### src/rtl/core/assert_macros.svh
// ---------------------------------------------------------------------------
// Assertion macros shared by the edge colorer RTL
// ---------------------------------------------------------------------------
`ifndef ASSERT_MACROS_SVH
`define ASSERT_MACROS_SVH

// Same-cycle implication, disabled while reset is asserted
`define GEC_ASSERT_NOW(label, clk, rst_n, ante, cons) \
  label: assert property (@(posedge clk) disable iff (!rst_n) (ante) |-> (cons)) \
    else $error("greedy_edge_colorer: assertion failed");

// Next-cycle implication, disabled while reset is asserted
`define GEC_ASSERT_NEXT(label, clk, rst_n, ante, cons) \
  label: assert property (@(posedge clk) disable iff (!rst_n) (ante) |=> (cons)) \
    else $error("greedy_edge_colorer: assertion failed");

`endif

### src/rtl/core/gec_pkg.sv
// ---------------------------------------------------------------------------
// gec_pkg
// Types and constants of the greedy edge colorer.
// ---------------------------------------------------------------------------
package gec_pkg;

  localparam int VTX_W       = 12;
  localparam int NUM_VTX     = 1 << VTX_W;
  localparam int VCNT_W      = VTX_W + 1;
  localparam int NUM_COLORS  = 32;
  localparam int COLOR_W     = $clog2(NUM_COLORS);
  localparam int USED_W      = COLOR_W + 1;
  localparam int CNT_W       = 17;
  localparam int RANK_W      = 16;
  localparam int EPOCH_W     = 4;
  localparam int STATUS_W    = 2;
  localparam int IN_DATA_W   = 2 * VTX_W;
  localparam int OUT_FIELD_W = COLOR_W + RANK_W + USED_W;
  localparam int OUT_DATA_W  = ((OUT_FIELD_W + 7) / 8) * 8;
  localparam int OUT_PAD_W   = OUT_DATA_W - OUT_FIELD_W;

  localparam logic [VCNT_W-1:0] VTX_COUNT_RST = VCNT_W'(NUM_VTX);
  localparam logic [CNT_W-1:0]  CNT_MAX       = '1;
  localparam logic [RANK_W-1:0] RANK_MAX      = '1;

  localparam logic ACT_EDGE     = 1'b0;
  localparam logic ACT_NEW_MESH = 1'b1;

  typedef enum logic [STATUS_W-1:0] {
    ST_OK    = 2'd0,
    ST_RANGE = 2'd1,
    ST_FULL  = 2'd2
  } status_t;

  typedef logic [NUM_COLORS-1:0] mask_t;

  // One word of the vertex mask memory: mesh tag plus color mask
  typedef struct packed {
    logic [EPOCH_W-1:0] epoch;
    mask_t              mask;
  } mask_entry_t;

  typedef struct packed {
    logic             en;
    logic [VTX_W-1:0] addr;
    mask_entry_t      data;
  } mask_wr_t;

  typedef struct packed {
    logic [COLOR_W-1:0] color;
    logic [RANK_W-1:0]  rank;
    logic [USED_W-1:0]  used;
    status_t            status;
  } res_t;

endpackage

### src/rtl/core/gec_out_fifo.sv
// ---------------------------------------------------------------------------
// gec_out_fifo
// Two-entry result buffer between the color pipeline and the output stream.
// ---------------------------------------------------------------------------
`include "assert_macros.svh"

module gec_out_fifo (
  input  logic          clk,
  input  logic          rst_n,
  input  logic          push,
  input  gec_pkg::res_t push_data,
  output logic          full,
  output logic          out_valid,
  input  logic          out_ready,
  output gec_pkg::res_t out_data
);
  import gec_pkg::*;

  res_t       mem_r [2];
  logic       wr_ptr_r;
  logic       rd_ptr_r;
  logic [1:0] cnt_r;
  logic [1:0] cnt_nxt;
  logic       pop;

  assign pop       = out_valid && out_ready;
  assign full      = (cnt_r == 2'd2);
  assign out_valid = (cnt_r != 2'd0);
  assign out_data  = mem_r[rd_ptr_r];

  always_comb begin
    cnt_nxt = cnt_r;
    if (push && !pop) begin
      cnt_nxt = cnt_r + 2'd1;
    end else if (pop && !push) begin
      cnt_nxt = cnt_r - 2'd1;
    end
  end

  always_ff @(posedge clk) begin
    if (!rst_n) begin
      wr_ptr_r <= 1'b0;
      rd_ptr_r <= 1'b0;
      cnt_r    <= 2'd0;
    end else begin
      cnt_r <= cnt_nxt;
      if (push) begin
        wr_ptr_r <= !wr_ptr_r;
      end
      if (pop) begin
        rd_ptr_r <= !rd_ptr_r;
      end
    end
  end

  always_ff @(posedge clk) begin
    if (push) begin
      mem_r[wr_ptr_r] <= push_data;
    end
  end

  `GEC_ASSERT_NOW(a_no_push_full, clk, rst_n, push, !full)
  `GEC_ASSERT_NEXT(a_cnt_up, clk, rst_n, push && !pop, cnt_r == $past(cnt_r) + 2'd1)
  `GEC_ASSERT_NEXT(a_cnt_down, clk, rst_n, pop && !push, cnt_r == $past(cnt_r) - 2'd1)

endmodule

### config.mk
export PLATFORM = sky130hd
export DESIGN_NAME = gec_out_fifo
export DESIGN_NICKNAME = d
export VERILOG_FILES = /design/src/rtl/core/gec_pkg.sv /design/src/rtl/core/gec_out_fifo.sv
export VERILOG_INCLUDE_DIRS = /design/src /design/src/rtl/core
export SDC_FILE = /design/constraint.sdc
export NUM_CORES = 1
export LEC_CHECK = 0
export BUFFER_PORTS_ARGS = -buffer_cell sky130_fd_sc_hd__buf_2
export CAP_MARGIN = 10
export CORE_MARGIN = 5
export CORE_UTILIZATION = 45
export DETAILED_ROUTE_END_ITERATION = 16
export GPL_TIMING_DRIVEN = 0
export PLACE_DENSITY = 0.7
export SLEW_MARGIN = 20
export SYNTH_ARGS = -nofsm -noshare
export SYNTH_HDL_FRONTEND = slang
export SYNTH_SLANG_ARGS = --single-unit
### constraint.sdc
create_clock -name clk -period 2.6 [get_ports clk]
set_input_delay 0.13 -clock clk [delete_from_list [all_inputs] [get_ports clk]]
set_output_delay 0.13 -clock clk [all_outputs]
set_load 0.01 [all_outputs]
# After elaboration in Yosys (flattened, before gate mapping)
# Memory sizes are Yosys's and may differ from the RTL's. A register that Yosys moved wholly into a read port is not among the register bits.
# Cells that the tools add are included.
# Widths: inputs -> output; s select.
# op_classes
eq_ne	1
addsub	2
n_mux	6
reduce_logical	9
# op_table
cell	count
$logic_not 1->1	4
$mux 1	4
$mux 2	2
$reduce_bool 2->1	2
$logic_and 1x1->1	3
$add 2x1->2 const B	1
$eq 2x2->1 const B	1
$sub 2x1->2 const B	1
# totals
ram_bits	58
elab_cells	22
out_inout_bits	31
reg_bits	4
mem_count	1
input_bits	33
# memory_table
name	depth	width	read_ports	rd_clocked_by_memory_dff	wr	line_no	rtl
mem_r	2	29	1	1	1	gec_out_fifo.sv:19	res_t mem_r [2];

# Depth between registers and ports, before layout
# logic_depth
ltp_word	5
mapped_depth	5
depth_no_buf	5

# Worst setup path before layout
# OpenSTA, ideal clock, no wires.
# synth_path
path_type	reg-to-reg
from	register wr_ptr_r
to	memory mem_r[0][0] (netlist name), enable pin
setup_time_ps	420
path_stages_with_launch	2
period_less_slack_ps	2065
required_time_ps	2180
path_slack_ps	535
path_buffers	0
t_arrival_ps	1645
path_cell_list	dfxtp_1 > nor2b_1
# synth_lines
element	line_no	rtl
start: declaration	gec_out_fifo.sv:20	logic wr_ptr_r;
start signal: assignment	gec_out_fifo.sv:48	wr_ptr_r <= !wr_ptr_r;
end: declaration	gec_out_fifo.sv:19	
# No word-level cell before the write port.

==> flow_summary_export.csv <==
group,metric,value,unit
placement,place_congestion,0.6426,
cts,clockBufferDepth,2,
floorplan,die_w,81.63,um
floorplan,dieArea,6663,um^2
power_and_ir_drop,leakagePower,1.226,nW
worst_setup_path,crit_buf_inv,3,
worst_setup_path,ff2ff_setup_slack,1.08,ns
cts,cts_sinks,63,
synth,ys_warn_count,0,
cells_and_area,fin_util,63.42,%
grt,grt_util_met2,25.73,%
grt,met1_usage,13.30,%
cells_and_area,areaGrowthSynthToFinish,38.54,%
floorplan,rows,26,
worst_setup_path,critical_path_depth,4,
worst_setup_path,cpMostUsedCell,"buf_4",
worst_setup_path,worstSetupEndpoint,"out_data[19]",
sta,finClkSkew,0.006967,ns
floorplan,initial_core_util,45.78,%
cells_and_area,n_antenna_cell,0,
power_and_ir_drop,finalPower,2.612,mW
floorplan,coreArea,5042,um^2
min_path,hp-class,"input port to flop",
power_and_ir_drop,netSwitchingFraction,25.37,%
worst_setup_path,crit_chain,"buf_4 -> buf_4 -> mux2_2 -> buf_2",
cts,clock_latency,0.32,ns
worst_setup_path,r2r-end,"cnt_r[1]",
power_and_ir_drop,internal_power,1.950,mW
power_and_ir_drop,irDropWorstVdd,502.1,uV
worst_setup_path,r2r_start,"cnt_r[0]",
grt,grt_pass1_vias,1478,
placement,io_buffers,63,
placement,place_hpwl,2.861,mm
floorplan,io_pins,64,
drt,drt_iter0_drc,29,
drt,vias,1316,
synth,postSynthCellCount,112,
sta,max_slew_margin,52.93,%
worst_setup_path,path_delay_family,"buffers and inverters",
sta,final.period_utilization,63.98,%
worst_setup_path,critPathArrivalTime,1.53,ns
grt,grtUsageMet3,3.289,%
sta,fin_crit,1.664,ns
drt,first_pass_iters,3,
grt,track_usage,13.47,%
synth,ys_seq_area_share,79.78,%
worst_setup_path,crit_path_start_kind,"flop",
synth,mappedNetlistNets,146,
drt,wirelength,4.252,mm
cells_and_area,layout-drive-gt1-share,50.00,%
placement,dp.cells,246,
cts,cts_tree,"yes",
grt,antenna_found_initial,0,
cts,cts-root-buf,"clkbuf_8",
grt,grt_pass1_wl,6.506,mm
grt,grt_max_degree,30,
cells_and_area,multi_input_area,455.4,um^2
sta,final_hold_viol_count,0,
floorplan,dieHeight,81.63,um
sta,rsz0062_at_grt,"no",
power_and_ir_drop,seqPwrFrac,47.0,%
grt,grt_most_used_layer,"met2",
cells_and_area,ff_latch_area,1842,um^2
sta,setup_viol,0,
sta,fmax,601.1,MHz
power_and_ir_drop,p_per_area,816.9,nW/um^2
cells_and_area,num-fill-cells,375,
drt,routedWlPerCell,14.66,um
cts,cts_resized,0,
grt,grt_overflow_total,0,
drt,drc_errors,0,
sta,drv_slew,0,
cells_and_area,layout.cells.non_filler,290,
worst_setup_path,cp_max_fo,10,
synth,synthesis.area,2308,um^2
drt,ant_nets,0,
worst_setup_path,slowest_delay,0.35,ns
worst_setup_path,rr_worst_depth,4,
worst_setup_path,worst-setup-path-type,"flop to output pin",
worst_setup_path,cp_slowest_cell,"mux2_2",
cts,cts_hold_buf,27,
drt,viasPerCell,4.538,
power_and_ir_drop,pwr-share-clk,27.3,%
synth,synth_area_per_cell,20.61,um^2
cts,htree_levels,3,
cts,numCtsBuffers,9,
synth,synth_cell_types,16,
sta,worst_pin_slew,0.7060,ns
cts,cts.clk_slew.worst_paths,0.06,ns
worst_setup_path,critPathCaptureType,"output pin",
power_and_ir_drop,p_comb_share,25.7,%
flow_run,max_cap_violations,0,
cts,cts_setup_buffers,0,
power_and_ir_drop,power.switching,0.6627,mW
worst_setup_path,required,2.47,ns
synth,ys_ff_latch,63,
cells_and_area,nets,249,
run_status,status,"finished, final reports clean",
-- Yosys cell counts --
cell type / number / area [um^2]
ha_1: 1 / 12.51
xnor2_1: 2 / 17.52
o21a_1: 1 / 7.510
edfxtp_1: 58 / 1742
dfxtp_1: 5 / 100.1
a21boi_1: 1 / 7.510
buf_2: 1 / 5.000
o21ai_1: 1 / 5.000
o21ai_0: 1 / 5.000
mux2_2: 29 / 326.6
buf_4: 2 / 15.01
or3_1: 1 / 6.260
xor2_1: 1 / 8.760
nor2b_1: 3 / 18.77
and2_1: 4 / 25.02
or2_2: 1 / 6.260
-- registers in the layout (all words and copies together), names as in the netlist, named ones only --
signal and flops:
cnt_r 2, mem_r 58, rd_ptr_r 1, wr_ptr_r 1
-- layout by cell type (no fill, tap or decap) --
cell type      netlist  routed
or2_2                1       1
o21ai_0              1       1
nor2b_4              0       1
buf_16               0       1
and2_2               0       1
or3_1                1       1
xnor2_1              2       2
o21a_1               1       1
buf_2                1      64
dlygate4sd3_1        0      28
buf_4                2       2
xor2_1               1       1
clkbuf_8             0      11
edfxtp_1            58      58
mux2_2              29      29
and2_1               4       3
clkbuf_1             0       4
clkinv_1             0       1
ha_1                 1       1
dfxtp_1              5       5
o21ai_1              1       1
a21boi_1             1       1
nor2b_1              3       2
-- area by class of cell --
class | instances | share of cell area [%]
Sequential cell | 63 | 57.59
Clock buffer | 15 | 5.203
Timing Repair Buffer | 92 | 19.48
Tap cell | 70 | 2.739
Clock inverter | 1 | 0.1174
Multi-Input combinational cell | 46 | 14.24
Buffer | 3 | 0.6260
-- power by group through the flow --
| stage | registers, mW | clock network, mW | logic [mW] |
|---|---|---|---|
| after floorplan | 1.24 | 0 | 0.422 |
| after global placement | 1.24 | 0 | 0.616 |
| final | 1.23 | 0.713 | 0.671 |
| after CTS | 1.23 | 0.735 | 0.683 |
| after global routing | 1.23 | 0.778 | 0.726 |
| after detailed placement | 1.25 | 0 | 0.648 |
-- worst reg2reg max path, delay by kind of cell (launching register included) --
kind	cells	cell delay (ns)
AOI/OAI and AO/OA	2	0.33
and+or+nand+nor	1	0.36
DFF	1	0.42
adders and majority gates	1	0.32
-- kinds of logic after synthesis --
group / Yosys count / synth area share [%]
buffers and inverters: 3 / 0.8668
AO/OA/AOI/OAI: 4 / 1.084
AND/OR/NAND/NOR: 9 / 2.439
XOR/XNOR: 3 / 1.138
flip-flops: 63 / 79.78
adder cells (fa/ha/maj): 1 / 0.5419
multiplexers: 29 / 14.15
-- worst min-delay path by stage --
stage / start / to / cells after the start
2_1_floorplan: push_data[0] / mem_r[0][0] / 0
3_3_place_gp: push_data[4] / mem_r[1][4] / 1
3_5_place_dp: push_data[27] / mem_r[1][27] / 1
4_1_cts: push_data[15] / mem_r[1][15] / 1
5_1_grt: push_data[2] / mem_r[0][2] / 1
6_report: push_data[2] / mem_r[0][2] / 1
-- metrics by stage --
stage               TNS, ns  setup WS [ns]  cell area [um^2]  hold WS, ns
floorplan                 0         0.5349              2308       0.2289
global placement     -1.690       -0.05964              2711       0.3168
detailed placement        0          1.049              2748       0.3215
CTS                       0         0.8964              3188    0.0007378
global route              0         0.8591              3198      0.01169
finish                    0         0.9364              3198      0.01882
-- metal layers --
layer  wire length [um]  part of all wire (%)
met2               2349                    55
met3                259                   6.1
met5                  0                     0
met4                 31                  0.73
met1               1613                    38
(Power assumes the default switching activity.)
