`src/rtl/core/assert_macros.svh`:
```
// ---------------------------------------------------------------------------
// Assertion macros shared by the edge colorer RTL
// ---------------------------------------------------------------------------
`ifndef ASSERT_MACROS_SVH
`define ASSERT_MACROS_SVH

// Same-cycle implication, disabled while reset is asserted
`define GEC_ASSERT_NOW(label, clk, rst_n, ante, cons) \
  label: assert property (@(posedge clk) disable iff (!rst_n) (ante) |-> (cons)) \
    else $error("greedy_edge_colorer: assertion failed");

// Next-cycle implication, disabled while reset is asserted
`define GEC_ASSERT_NEXT(label, clk, rst_n, ante, cons) \
  label: assert property (@(posedge clk) disable iff (!rst_n) (ante) |=> (cons)) \
    else $error("greedy_edge_colorer: assertion failed");

`endif

```
`src/rtl/core/gec_pkg.sv`:
```
// ---------------------------------------------------------------------------
// gec_pkg
// Types and constants of the greedy edge colorer.
// ---------------------------------------------------------------------------
package gec_pkg;

  localparam int VTX_W       = 12;
  localparam int NUM_VTX     = 1 << VTX_W;
  localparam int VCNT_W      = VTX_W + 1;
  localparam int NUM_COLORS  = 32;
  localparam int COLOR_W     = $clog2(NUM_COLORS);
  localparam int USED_W      = COLOR_W + 1;
  localparam int CNT_W       = 17;
  localparam int RANK_W      = 16;
  localparam int EPOCH_W     = 4;
  localparam int STATUS_W    = 2;
  localparam int IN_DATA_W   = 2 * VTX_W;
  localparam int OUT_FIELD_W = COLOR_W + RANK_W + USED_W;
  localparam int OUT_DATA_W  = ((OUT_FIELD_W + 7) / 8) * 8;
  localparam int OUT_PAD_W   = OUT_DATA_W - OUT_FIELD_W;

  localparam logic [VCNT_W-1:0] VTX_COUNT_RST = VCNT_W'(NUM_VTX);
  localparam logic [CNT_W-1:0]  CNT_MAX       = '1;
  localparam logic [RANK_W-1:0] RANK_MAX      = '1;

  localparam logic ACT_EDGE     = 1'b0;
  localparam logic ACT_NEW_MESH = 1'b1;

  typedef enum logic [STATUS_W-1:0] {
    ST_OK    = 2'd0,
    ST_RANGE = 2'd1,
    ST_FULL  = 2'd2
  } status_t;

  typedef logic [NUM_COLORS-1:0] mask_t;

  // One word of the vertex mask memory: mesh tag plus color mask
  typedef struct packed {
    logic [EPOCH_W-1:0] epoch;
    mask_t              mask;
  } mask_entry_t;

  typedef struct packed {
    logic             en;
    logic [VTX_W-1:0] addr;
    mask_entry_t      data;
  } mask_wr_t;

  typedef struct packed {
    logic [COLOR_W-1:0] color;
    logic [RANK_W-1:0]  rank;
    logic [USED_W-1:0]  used;
    status_t            status;
  } res_t;

endpackage

```
`src/rtl/core/gec_color_core.sv`:
```
// ---------------------------------------------------------------------------
// gec_color_core
// Read-modify-write pipeline over the vertex mask memory: picks the lowest
// free color, keeps per-color counters, mesh tag and the clearing sweep.
// ---------------------------------------------------------------------------
`include "assert_macros.svh"

module gec_color_core (
  input  logic                       clk,
  input  logic                       rst_n,
  input  logic [gec_pkg::VCNT_W-1:0] vtx_limit,
  input  logic                       in_valid,
  output logic                       in_ready,
  input  logic                       in_action,
  input  logic [gec_pkg::VTX_W-1:0]  in_va,
  input  logic [gec_pkg::VTX_W-1:0]  in_vb,
  input  logic                       res_full,
  output logic                       res_push,
  output gec_pkg::res_t              res,
  output logic [gec_pkg::VTX_W-1:0]  rd_a_addr,
  output logic [gec_pkg::VTX_W-1:0]  rd_b_addr,
  input  gec_pkg::mask_entry_t       rd_a_data,
  input  gec_pkg::mask_entry_t       rd_b_data,
  output gec_pkg::mask_wr_t          wr
);
  import gec_pkg::*;

  // Clearing sweep (after reset and when the mesh tag wraps)
  logic               sweep_r;
  logic [VTX_W-1:0]   sweep_addr_r;
  logic [EPOCH_W-1:0] epoch_r;

  // Stage 1: mask data arrives, color is chosen
  logic             s1_valid_r;
  logic             s1_action_r;
  logic [VTX_W-1:0] s1_va_r;
  logic [VTX_W-1:0] s1_vb_r;

  // Stage 2: second mask write
  logic             s2_wr_r;
  logic [VTX_W-1:0] s2_addr_r;
  mask_t            s2_mask_r;

  // Last write, for a read issued on the same edge
  logic             fwd_valid_r;
  logic [VTX_W-1:0] fwd_addr_r;
  mask_t            fwd_mask_r;

  logic [CNT_W-1:0]  count_r [NUM_COLORS];
  logic [USED_W-1:0] open_r;

  logic               in_accept;
  mask_t              mask_a;
  mask_t              mask_b;
  mask_t              busy;
  mask_t              color_bit;
  logic [COLOR_W-1:0] pick;
  logic               found;
  logic               range_err;
  logic [USED_W-1:0]  pick_used;
  logic [CNT_W-1:0]   pick_cnt;
  logic               do_color;
  logic               wrap;

  assign in_ready  = !sweep_r && !s1_valid_r && !res_full;
  assign in_accept = in_valid && in_ready;
  assign rd_a_addr = in_va;
  assign rd_b_addr = in_vb;

  always_comb begin
    if (fwd_valid_r && (fwd_addr_r == s1_va_r)) begin
      mask_a = fwd_mask_r;
    end else if (rd_a_data.epoch == epoch_r) begin
      mask_a = rd_a_data.mask;
    end else begin
      mask_a = '0;
    end
    if (fwd_valid_r && (fwd_addr_r == s1_vb_r)) begin
      mask_b = fwd_mask_r;
    end else if (rd_b_data.epoch == epoch_r) begin
      mask_b = rd_b_data.mask;
    end else begin
      mask_b = '0;
    end
  end

  assign busy  = mask_a | mask_b;
  assign found = !(&busy);

  // Lowest clear bit of busy
  always_comb begin
    pick = '0;
    for (int i = NUM_COLORS - 1; i >= 0; i--) begin
      if (!busy[i]) begin
        pick = COLOR_W'(i);
      end
    end
  end

  assign color_bit = mask_t'(1) << pick;
  assign range_err = ({1'b0, s1_va_r} >= vtx_limit) || ({1'b0, s1_vb_r} >= vtx_limit);
  assign pick_cnt  = count_r[pick];
  assign pick_used = ({1'b0, pick} + USED_W'(1) > open_r) ?
                     ({1'b0, pick} + USED_W'(1)) : open_r;
  assign do_color  = s1_valid_r && (s1_action_r == ACT_EDGE) && !range_err && found;
  assign wrap      = (epoch_r == '1);

  always_comb begin
    res      = '0;
    res_push = s1_valid_r;
    if (s1_action_r == ACT_NEW_MESH) begin
      res.status = ST_OK;
    end else if (range_err) begin
      res.used   = open_r;
      res.status = ST_RANGE;
    end else if (!found) begin
      res.used   = open_r;
      res.status = ST_FULL;
    end else begin
      res.color  = pick;
      res.rank   = pick_cnt[CNT_W-1] ? RANK_MAX : pick_cnt[RANK_W-1:0];
      res.used   = pick_used;
      res.status = ST_OK;
    end
  end

  // Write port: sweep, first vertex in stage 1, second vertex in stage 2
  always_comb begin
    wr = '0;
    if (sweep_r) begin
      wr.en         = 1'b1;
      wr.addr       = sweep_addr_r;
      wr.data.epoch = epoch_r;
    end else if (do_color) begin
      wr.en         = 1'b1;
      wr.addr       = s1_va_r;
      wr.data.epoch = epoch_r;
      wr.data.mask  = mask_a | color_bit;
    end else if (s2_wr_r) begin
      wr.en         = 1'b1;
      wr.addr       = s2_addr_r;
      wr.data.epoch = epoch_r;
      wr.data.mask  = s2_mask_r;
    end
  end

  always_ff @(posedge clk) begin
    if (!rst_n) begin
      sweep_r      <= 1'b1;
      sweep_addr_r <= '0;
      epoch_r      <= '0;
      s1_valid_r   <= 1'b0;
      s2_wr_r      <= 1'b0;
      fwd_valid_r  <= 1'b0;
      open_r       <= '0;
      for (int i = 0; i < NUM_COLORS; i++) begin
        count_r[i] <= '0;
      end
    end else begin
      s1_valid_r  <= in_accept;
      s2_wr_r     <= do_color;
      fwd_valid_r <= wr.en && !sweep_r;
      if (sweep_r) begin
        sweep_addr_r <= sweep_addr_r + VTX_W'(1);
        if (sweep_addr_r == '1) begin
          sweep_r <= 1'b0;
        end
      end
      if (s1_valid_r && (s1_action_r == ACT_NEW_MESH)) begin
        epoch_r <= epoch_r + EPOCH_W'(1);
        open_r  <= '0;
        for (int i = 0; i < NUM_COLORS; i++) begin
          count_r[i] <= '0;
        end
        if (wrap) begin
          sweep_r      <= 1'b1;
          sweep_addr_r <= '0;
        end
      end else if (do_color) begin
        open_r <= pick_used;
        if (pick_cnt != CNT_MAX) begin
          count_r[pick] <= pick_cnt + CNT_W'(1);
        end
      end
    end
  end

  always_ff @(posedge clk) begin
    if (in_accept) begin
      s1_action_r <= in_action;
      s1_va_r     <= in_va;
      s1_vb_r     <= in_vb;
    end
    if (do_color) begin
      s2_addr_r <= s1_vb_r;
      s2_mask_r <= mask_b | color_bit;
    end
    fwd_addr_r <= wr.addr;
    fwd_mask_r <= wr.data.mask;
  end

  `GEC_ASSERT_NOW(a_no_accept_in_sweep, clk, rst_n, in_accept, !sweep_r)
  `GEC_ASSERT_NEXT(a_stage1_gap, clk, rst_n, s1_valid_r, !s1_valid_r)
  `GEC_ASSERT_NOW(a_s2_after_s1, clk, rst_n, s2_wr_r, $past(s1_valid_r) && !sweep_r)

endmodule

```
`config.mk`:
```
export PLATFORM = sky130hd
export DESIGN_NAME = gec_color_core
export DESIGN_NICKNAME = d
export VERILOG_FILES = /design/src/rtl/core/gec_pkg.sv /design/src/rtl/core/gec_color_core.sv
export VERILOG_INCLUDE_DIRS = /design/src /design/src/rtl/core
export SDC_FILE = /design/constraint.sdc
export NUM_CORES = 1
export LEC_CHECK = 0
export ABC_AREA = 1
export BUFFER_PORTS_ARGS = -buffer_cell sky130_fd_sc_hd__buf_4
export CAP_MARGIN = 20
export CORE_MARGIN = 2
export CORE_UTILIZATION = 48
export DETAILED_ROUTE_END_ITERATION = 6
export GPL_TIMING_DRIVEN = 1
export MAX_ROUTING_LAYER = met4
export PLACE_DENSITY = 0.65
export SLEW_MARGIN = 20
export SYNTH_ARGS = -nofsm -noshare
export SYNTH_HDL_FRONTEND = slang
export SYNTH_SLANG_ARGS = --single-unit
```
`constraint.sdc`:
```
create_clock -name clk -period 20.1 [get_ports clk]
set_clock_uncertainty 0.15 [all_clocks]
set_input_delay 2.01 -clock clk [delete_from_list [all_inputs] [get_ports clk]]
set_output_delay 2.01 -clock clk [all_outputs]
set_load 0.005 [all_outputs]
```
-- Word-level counts from Yosys, hierarchy flattened
Memory sizes are Yosys's and may differ from the RTL's.
Cells that the tools add are included.
- $add $sub $neg: 4
- order comparisons: 3
- equality and inequality tests: 7
- shift-type cells: 1
- muxes and demuxes: 99
- bitwise logic cells: 37
- reduce and logical (&&, ||, !) cells: 19
- operator list (operator ; count):
    two-way mux 17 bit ; 34
    two-way mux 5 bit ; 33
    two-way mux 32 bit ; 5
    two-way mux 49 bit ; 2
    bitwise OR 32 bit ; 3
    two-way mux 21 bit ; 2
    two-way mux 12 bit ; 3
    bitwise OR 1 bit ; 32
    AND reduction 32 bit ; 1
    << shifter 1 x 5 -> 32 bit (first input constant) ; 1
    two-way mux 27 bit ; 1
    greater-or-equal comparator 12 x 13 -> 1 bit ; 2
    == test 12 bit ; 2
    adder 17 x 1 -> 17 bit (second input constant) ; 1
    inequality test 17 bit (second input constant) ; 1
    OR reduction 17 bit ; 1
    two-way mux 16 bit ; 1
    two-way mux 8 bit ; 2
    two-way mux 1 bit ; 14
    adder 12 x 1 -> 12 bit (second input constant) ; 1
    == test 12 bit (second input constant) ; 1
    logical AND 1 bit ; 10
    == test 4 bit ; 2
    adder 5 x 1 -> 6 bit (second input constant) ; 1
    9 further kinds ; 14
- flip-flop bits (word level): 139
- RAM bits: 544
- output and inout bits: 104
- logic and storage cells: 185
- memories kept: 1
- memories (memory ; depth ; width ; read ports ; clocked after memory_dff ; wr ports ; line ; text):
    count_r ; 32 ; 17 ; 1 ; 0 ; 32 ; gec_color_core.sv:49 ; logic [CNT_W-1:0] count_r [NUM_COLORS];

-- Longest topological paths before layout
Gate-level depths: netlist of the first run.
An unclocked memory read counts as a cell.
- word-level depth: 45
- mapped depth: 64
- mapped depth without buffers: 60

-- Worst setup path after synthesis of the first run
OpenSTA, ideal clock, no wires.
- path kind: input-to-output
- start point: input rd_a_data[33] in the netlist's numbering
- end point: output res[6] in the netlist's numbering
- arrival time: 6569 ps
- data required time: 17940 ps
- slack: 11371 ps
- cell stages on the path: 34
- buffers on the path: 6
- path through: xor2_1 nor2_1 nand2_1 inv_2 buf_2 clkbuf_1 buf_1 nand3_1 o21ai_0 nor2_1 nor2_1 nand2_1 nand2_1 nand2_1 nand2_1 nand3_1 inv_2 buf_2 buf_2 buf_1 ha_1 nand3_1 xor2_1 ha_1 nand2_1 nor2_1 a211oi_1 o211ai_1 o21ai_1 inv_1 nand2_1 o21ai_0 o21ai_0 inv_1
- RTL lines (item ; line ; text):
    start: declaration ; gec_color_core.sv:22 ; input gec_pkg::mask_entry_t rd_a_data,
    end: declaration ; gec_color_core.sv:19 ; output gec_pkg::res_t res,

==> out/results.tsv, run 1 <==
metric	value	unit
status	finished, violations left	
violations	DRC	
synth_area	34500	um2
htree_levels	3	
min-delay-start	sweep_addr_r[0]	
async_reset_ff_frac	0	
cts_tree	built	
start_kind	primary input	
rsz0062_at_grt	false	
worst_pin_slew	1.20	ns
fin_crit_sh	0.590	
placed_cell_area	36300	um2
drtPass1Iterations	7	
globalRouteOverflowTotal	0	
dieArea	73900	um2
grt_usage	0.306	
grt_max_degree	159	
r2r_setup_slack	8.95	ns
vias	28800	
cts_root_buffer	clkbuf_16	
synth_nets	4086	
dominantRegCellSynth	edfxtp_1	
yosys_warnings	0	
r2r_end	count_r[15][9]	
ys_ff_latch	683	
power.leakage	15.4	nW
dp_hpwl	69.3	mm
worstHoldPathCells	1	
wl_per_cell	22.3	um
clkSinkCount	683	
die_w	272	um
synth_edf_count	613	
design_area	38800	um2
grt_pass1_wl	167	mm
setup_viol_count_final	0	
initial_core_util	0.484	
cts-hold-fix-buffers	0	
grt_pass1_vias	27000	
end_kind	register	
pre_cts_ws	7.84	ns
final_common_cell	nand2_1	
wirelength	111	mm
synth_cells	3932	
layout.nets	4129	
port_buffers	217	
routed_via_density	5.77	
fp.dieH	272	um
cts_resized	0	
drc	4	
drv_slew	0	
syn_to_final_growth	12.5	%
reg2reg_from	s1_va_r[0]	
relSlewSlack	0.202	
layout_common_cells	nand2_1 (959), nor2_1 (632), edfxtp_1 (613), nand3_1 (552), buf_4 (260)	
row_count	98	
ys_seq_area_frac	0.575	
crit_fanout	82	
antenna_left	0	
cts_buffers	76	
period_minus_slack	11.85	ns
crit_slowest_cell	and2_0	
insertion_delay	0.63	ns
r2r_cells	60	
final_util	0.544	
clk_path_buf_depth	3	
place_congestion	0.957	
min_path_type	register to register	
design.core.area	71200	um2
cp.required	20.18	ns
postCtsSetupBuffers	0	
ir_drop	0.0000709	V
hold_viol_final	0	
postSynthAreaPerCell	8.76	um2
drv_cap	0	
critPathArrivalTime	11.94	ns
tns	0	ns
crit_path_frequent_cell	nand2_1	
power_density	82.6	nW/um2
antenna_found_initial	1	
slowest_delay	0.98	ns
ys_types	45	
worst-setup-path-type	primary input to register	
drive_gt1_frac	0.107	
num_io_pins	218	
hold_end	sweep_addr_r[0]	
fmax	84.4	MHz
finalWorstSetupSlack	8.25	ns
drtIter0Drc	3606	
path_clk_slew	0.06	ns
## synth_stat cells (all sizes together) (5+ instances only)
cell,instances,area share
a211oi,25,0.0054
a21oi,221,0.032
a311oi,5,0.0013
a31o,5,0.0013
buf,183,0.032
clkbuf,115,0.013
dfxtp,70,0.041
edfxtp,613,0.53
ha,40,0.015
inv,247,0.027
nand2,969,0.11
nand3,553,0.080
nand3b,16,0.0035
nand4,12,0.0022
nor2,651,0.072
nor3,18,0.0028
o21ai,125,0.018
o22ai,18,0.0033
or2,5,0.00091
xor2,19,0.0053
## worst max-delay path, delay by kind of cell
kind | cells | cell delay [ns]
AND/OR/NAND/NOR | 47 | 6.54
XOR/XNOR | 1 | 0.13
adder cells (fa/ha/maj) | 1 | 0.23
buffers and inverters | 7 | 2.65
AO/OA/AOI/OAI | 1 | 0.12
## final cells by class
cell class / count / area (um2)
Tap cell: 950 / 1190
Inverter: 248 / 933
Fill cell: 6500 / 32500
Clock inverter: 37 / 365
Clock buffer: 103 / 2080
Antenna cell: 1 / 2.50
Timing Repair Buffer: 263 / 2010
Multi-Input combinational cell: 2703 / 12400
Sequential cell: 683 / 19800
## worst max path at each step
stage	cells past startpoint	to	slack [ns]	startpoint
final	57	count_r[15][9]	8.25	rd_a_data[33]
after global routing	57	count_r[15][15]	7.53	rd_a_data[34]
after CTS	57	count_r[27][8]	8.40	rd_a_data[33]
after detailed placement	57	count_r[27][6]	7.84	rd_a_data[33]
after global placement	57	count_r[27][5]	7.89	rd_a_data[33]
after floorplan	34	res[6]	11.37	rd_a_data[33]
## through the flow
step	power, mW	hold slack [ns]	cells
global route	3.28	0.376	4988
floorplan	1.74	0.304	3932
detailed placement	1.84	0.330	4845
global placement	1.84	0.327	4845
finish	3.20	0.338	4988
CTS	3.21	0.343	4985
## cells by family after synthesis
logic type / Yosys count / synth area share
adder cells (fa/ha/maj): 40 / 0.0145
XOR/XNOR: 22 / 0.00603
AND/OR/NAND/NOR: 2233 / 0.270
AO/OA/AOI/OAI: 408 / 0.0637
buffers and inverters: 546 / 0.0711
flip-flops: 683 / 0.575
## registers in the layout, summed over array words and instances, names as in the netlist
name and count:
count_r 544, epoch_r 4, fwd_addr_r 12, fwd_mask_r 32, fwd_valid_r 1, open_r 6, res_push 1, s1_action_r 1
s1_va_r 12, s1_vb_r 12, s2_addr_r 12, s2_mask_r 32, s2_wr_r 1, sweep_addr_r 12, sweep_r 1
## per-layer routing
layer / vias to the layer above / part of all wire / global-route usage
met3: 304 / 0.094 / 0.0521
li1: 13200 / - / -
met1: 13800 / 0.40 / 0.401
met5: - / 0 / -
met4: 0 / 0.046 / 0.140
met2: 1494 / 0.46 / 0.467
## power breakdown
| group | internal [mW] | switching [mW] |
|---|---|---|
| Clock | 0.805 | 0.585 |
| Sequential | 1.59 | 0.0133 |
| Combinational | 0.0574 | 0.157 |
Note: power is estimated with default switching activity, not from simulation.
==> inputs of run 2 (changes only) <==
Settings changed: ABC_AREA 1 to 0, PLACE_DENSITY 0.65 to 0.66.
Clock period 20.1 ns to 10.92 ns, I/O delays scaled along.
==> out/results.tsv, run 2 <==
metric	value	unit	change
critPathArrivalTime	9.54	ns	-2.40 ns
crit_path_frequent_cell	buf_4		
clk_path_buf_depth	3		unchanged
drc	0		-4
status	completed		
antennaDiodeCount	0		-1
power	5.66	mW	+77%
p_sw	1.30	mW	+73%
final_util	0.557		+0.0131
top_regs	count_r (544), fwd_mask_r (32), s2_mask_r (32)		
grt_pass1_wl	166	mm	-0.68%
relSlewSlack	0.311		+0.109
antenna_found_initial	1		unchanged
ir_drop	0.000148	V	+110%
path_clk_slew	0.06	ns	about the same
crit_fanout	30		-63%
hold_viol_final	0		unchanged
fmax	105	MHz	
grt_pass1_vias	24800		-8.1%
wirelength	114	mm	+2.4%
clkSinkCount	683		unchanged
postCtsSetupBuffers	0		unchanged
tns	0	ns	unchanged
async_reset_ff_frac	0		unchanged
place_congestion	0.979		+2.3%
final_common_cell	nor2_1		
ys_ff_latch	683		unchanged
drtIter0Drc	3802		+5.4%
port_buffers	217		unchanged
regMostFlops	count_r		
design_area	38400	um2	-0.89%
period_minus_slack	9.51	ns	
initial_core_util	0.487		+0.00345
design.core.area	68900	um2	-3.2%
antenna_left	0		unchanged
min_path_type	register to register		
synth_cells	3022		-23%
fin_crit_sh	0.871		
vias	26000		-9.6%
hold-worst-slack	0.331	ns	-0.00629 ns
start_kind	register		
yosys_warnings	0		unchanged
dominantRegCellSynth	edfxtp_1		
drtPass1Iterations	7		unchanged
worst_pin_slew	1.03	ns	-0.162 ns
syn_to_final_growth	14.4	%	
cp.required	10.95	ns	-9.23 ns
netlist_top_cells_area	edfxtp_1 (55%), mux2i_1 (7.5%), nor2_1 (6.9%)		
cts_root_buffer	clkbuf_16		
drv_cap	0		unchanged
grt_usage	0.323		+0.0165
placed_cell_area	36100	um2	-0.44%
worst-setup-path-type	register to register		
globalRouteOverflowTotal	0		unchanged
cts-hold-fix-buffers	0		unchanged
yosysTopAreaCellShare	0.548		+0.0139
dieArea	72100	um2	-2.5%
p_int	4.36	mW	+78%
p_clk_frac	0.427		-0.007
crit_slowest_cell	or4_1		
power_frac_comb	0.058		-0.009
dp_hpwl	76.8	mm	+11%
num_io_pins	218		unchanged
synth_most_common_cell	nor2_1		
largest_reg_flops	544		unchanged
grt_max_degree	111		-30%
routed_via_density	6.28		+8.8%
die_w	269	um	-1.3%
switching_share	0.230		-0.00547
cts_tree	built		
insertion_delay	0.64	ns	about the same
regArea	19800	um2	about the same
r2r_setup_slack	1.41	ns	-7.54 ns
ys_seq_area_frac	0.590		+0.0149
multiInputGateArea	12500	um2	+1.1%
row_count	96		-2.0%
layout_common_cells	nor2_1 (614), edfxtp_1 (613), buf_4 (315), nand2_1 (290), mux2i_1 (250)		
synth_commonest_cells	nor2_1 (615), edfxtp_1 (613), nand2_1 (291)		
synth_nets	3176		-22%
synth_edf_count	613		unchanged
fp.dieH	269	um	-1.3%
power.leakage	13.9	nW	-9.9%
drv_slew	0		unchanged
htree_levels	3		unchanged
n_fill_cell	5894		-9.3%
end_kind	register		
cts_resized	0		unchanged
postSynthAreaPerCell	11.1	um2	+27%
synth_area	33600	um2	-2.5%
power_density	147	nW/um2	+78%
cts_buffers	76		unchanged
slowest_delay	0.90	ns	-0.08 ns
yosys.area.top_type	edfxtp_1		
ys_types	83		+84%
layout.nets	3311		-20%
rsz0062_at_grt	false		
wl_per_cell	27.5	um	+23%
path_cells	xnor2_1 -> nand4_1 -> or4_1 -> and2_1 -> buf_4 -> a221oi_1 -> nor2b_1 -> o311a_1 -> o211ai_1 -> a21boi_4 -> inv_4 -> buf_12 -> mux2i_1 -> o22ai_1 -> nor4_2 -> nand4_1 -> or3_1 -> nor4_1 -> ha_1 -> nor3_2 -> buf_4 -> nand3_1 -> buf_4 -> nand2_1		
drive_gt1_frac	0.161		+0.0542
setup_viol_count_final	0		unchanged
seqPwrFrac	0.514		+0.015
==> run 2: changes by cell type in the layout (fill, tap and decap cells not counted), sizes merged, moves of 56 or more <==
cell | before | now
o21ai | 125 | 48
nand2 | 969 | 291
mux2i | 0 | 250
inv | 249 | 52
and3 | 2 | 59
buf | 263 | 319
a21oi | 221 | 107
nand3 | 553 | 91
==> run 2: worst paths after layout <==
kind | to | startpoint | cells past startpoint
min reg2reg | open_r[3] | open_r[3] | 2
min | open_r[3] | open_r[3] | 2
max reg2reg | count_r[10][7] | s1_vb_r[5] | 24
max | count_r[10][7] | s1_vb_r[5] | 24
==> run 2: logic make-up after synthesis <==
logic type,share of synthesized area
muxes,0.0769
buffers and inverters,0.0443
AOI/OAI and AO/OA,0.0996
and+or+nand+nor,0.159
adders and majority gates,0.0149
DFF,0.590
xor gates and xnor gates,0.0159
==> run 2: metrics by stage <==
| stage | setup WS (ns) | instances |
|---|---|---|
| after CTS | 1.62 | 4143 |
| final | 1.41 | 4143 |
| after floorplan | 3.01 | 3022 |
| after global routing | 1.12 | 4143 |
| after detailed placement | 1.33 | 4010 |
| after global placement | 1.46 | 4009 |
==> run 2: power groups by stage <==
stage,Sequential [mW],Combinational (mW),Clock (mW)
after floorplan,2.96,0.163,0
after global placement,2.96,0.317,0
after detailed placement,2.97,0.319,0
after CTS,2.91,0.321,2.43
after global routing,2.92,0.341,2.53
final,2.91,0.329,2.42
==> run 2: cell type report <==
cell class / instances / area share
Timing Repair Buffer: 319 / 0.0636
Clock buffer: 104 / 0.0533
Clock inverter: 29 / 0.00619
Multi-Input combinational cell: 2026 / 0.326
Tap cell: 931 / 0.0303
Sequential cell: 683 / 0.515
Inverter: 51 / 0.00511
==> run 2: worst max-delay path: cells and delay by family, from the launching register on <==
| kind | cells | cell delay (ns) |
|---|---|---|
| compound gates | 5 | 1.95 |
| xor+xnor | 1 | 0.20 |
| fa+ha+maj | 1 | 0.23 |
| buf+inv | 5 | 1.33 |
| flops | 1 | 0.44 |
| mux | 1 | 0.62 |
| simple gates | 11 | 4.09 |
==> run 2: routing by layer <==
metal	wire, um	vias up	global-route usage
li1	-	11300	-
met1	45100	12900	0.431
met2	51800	1591	0.488
met3	11800	270	0.0558
met4	5320	0	0.135
met5	0	-	-
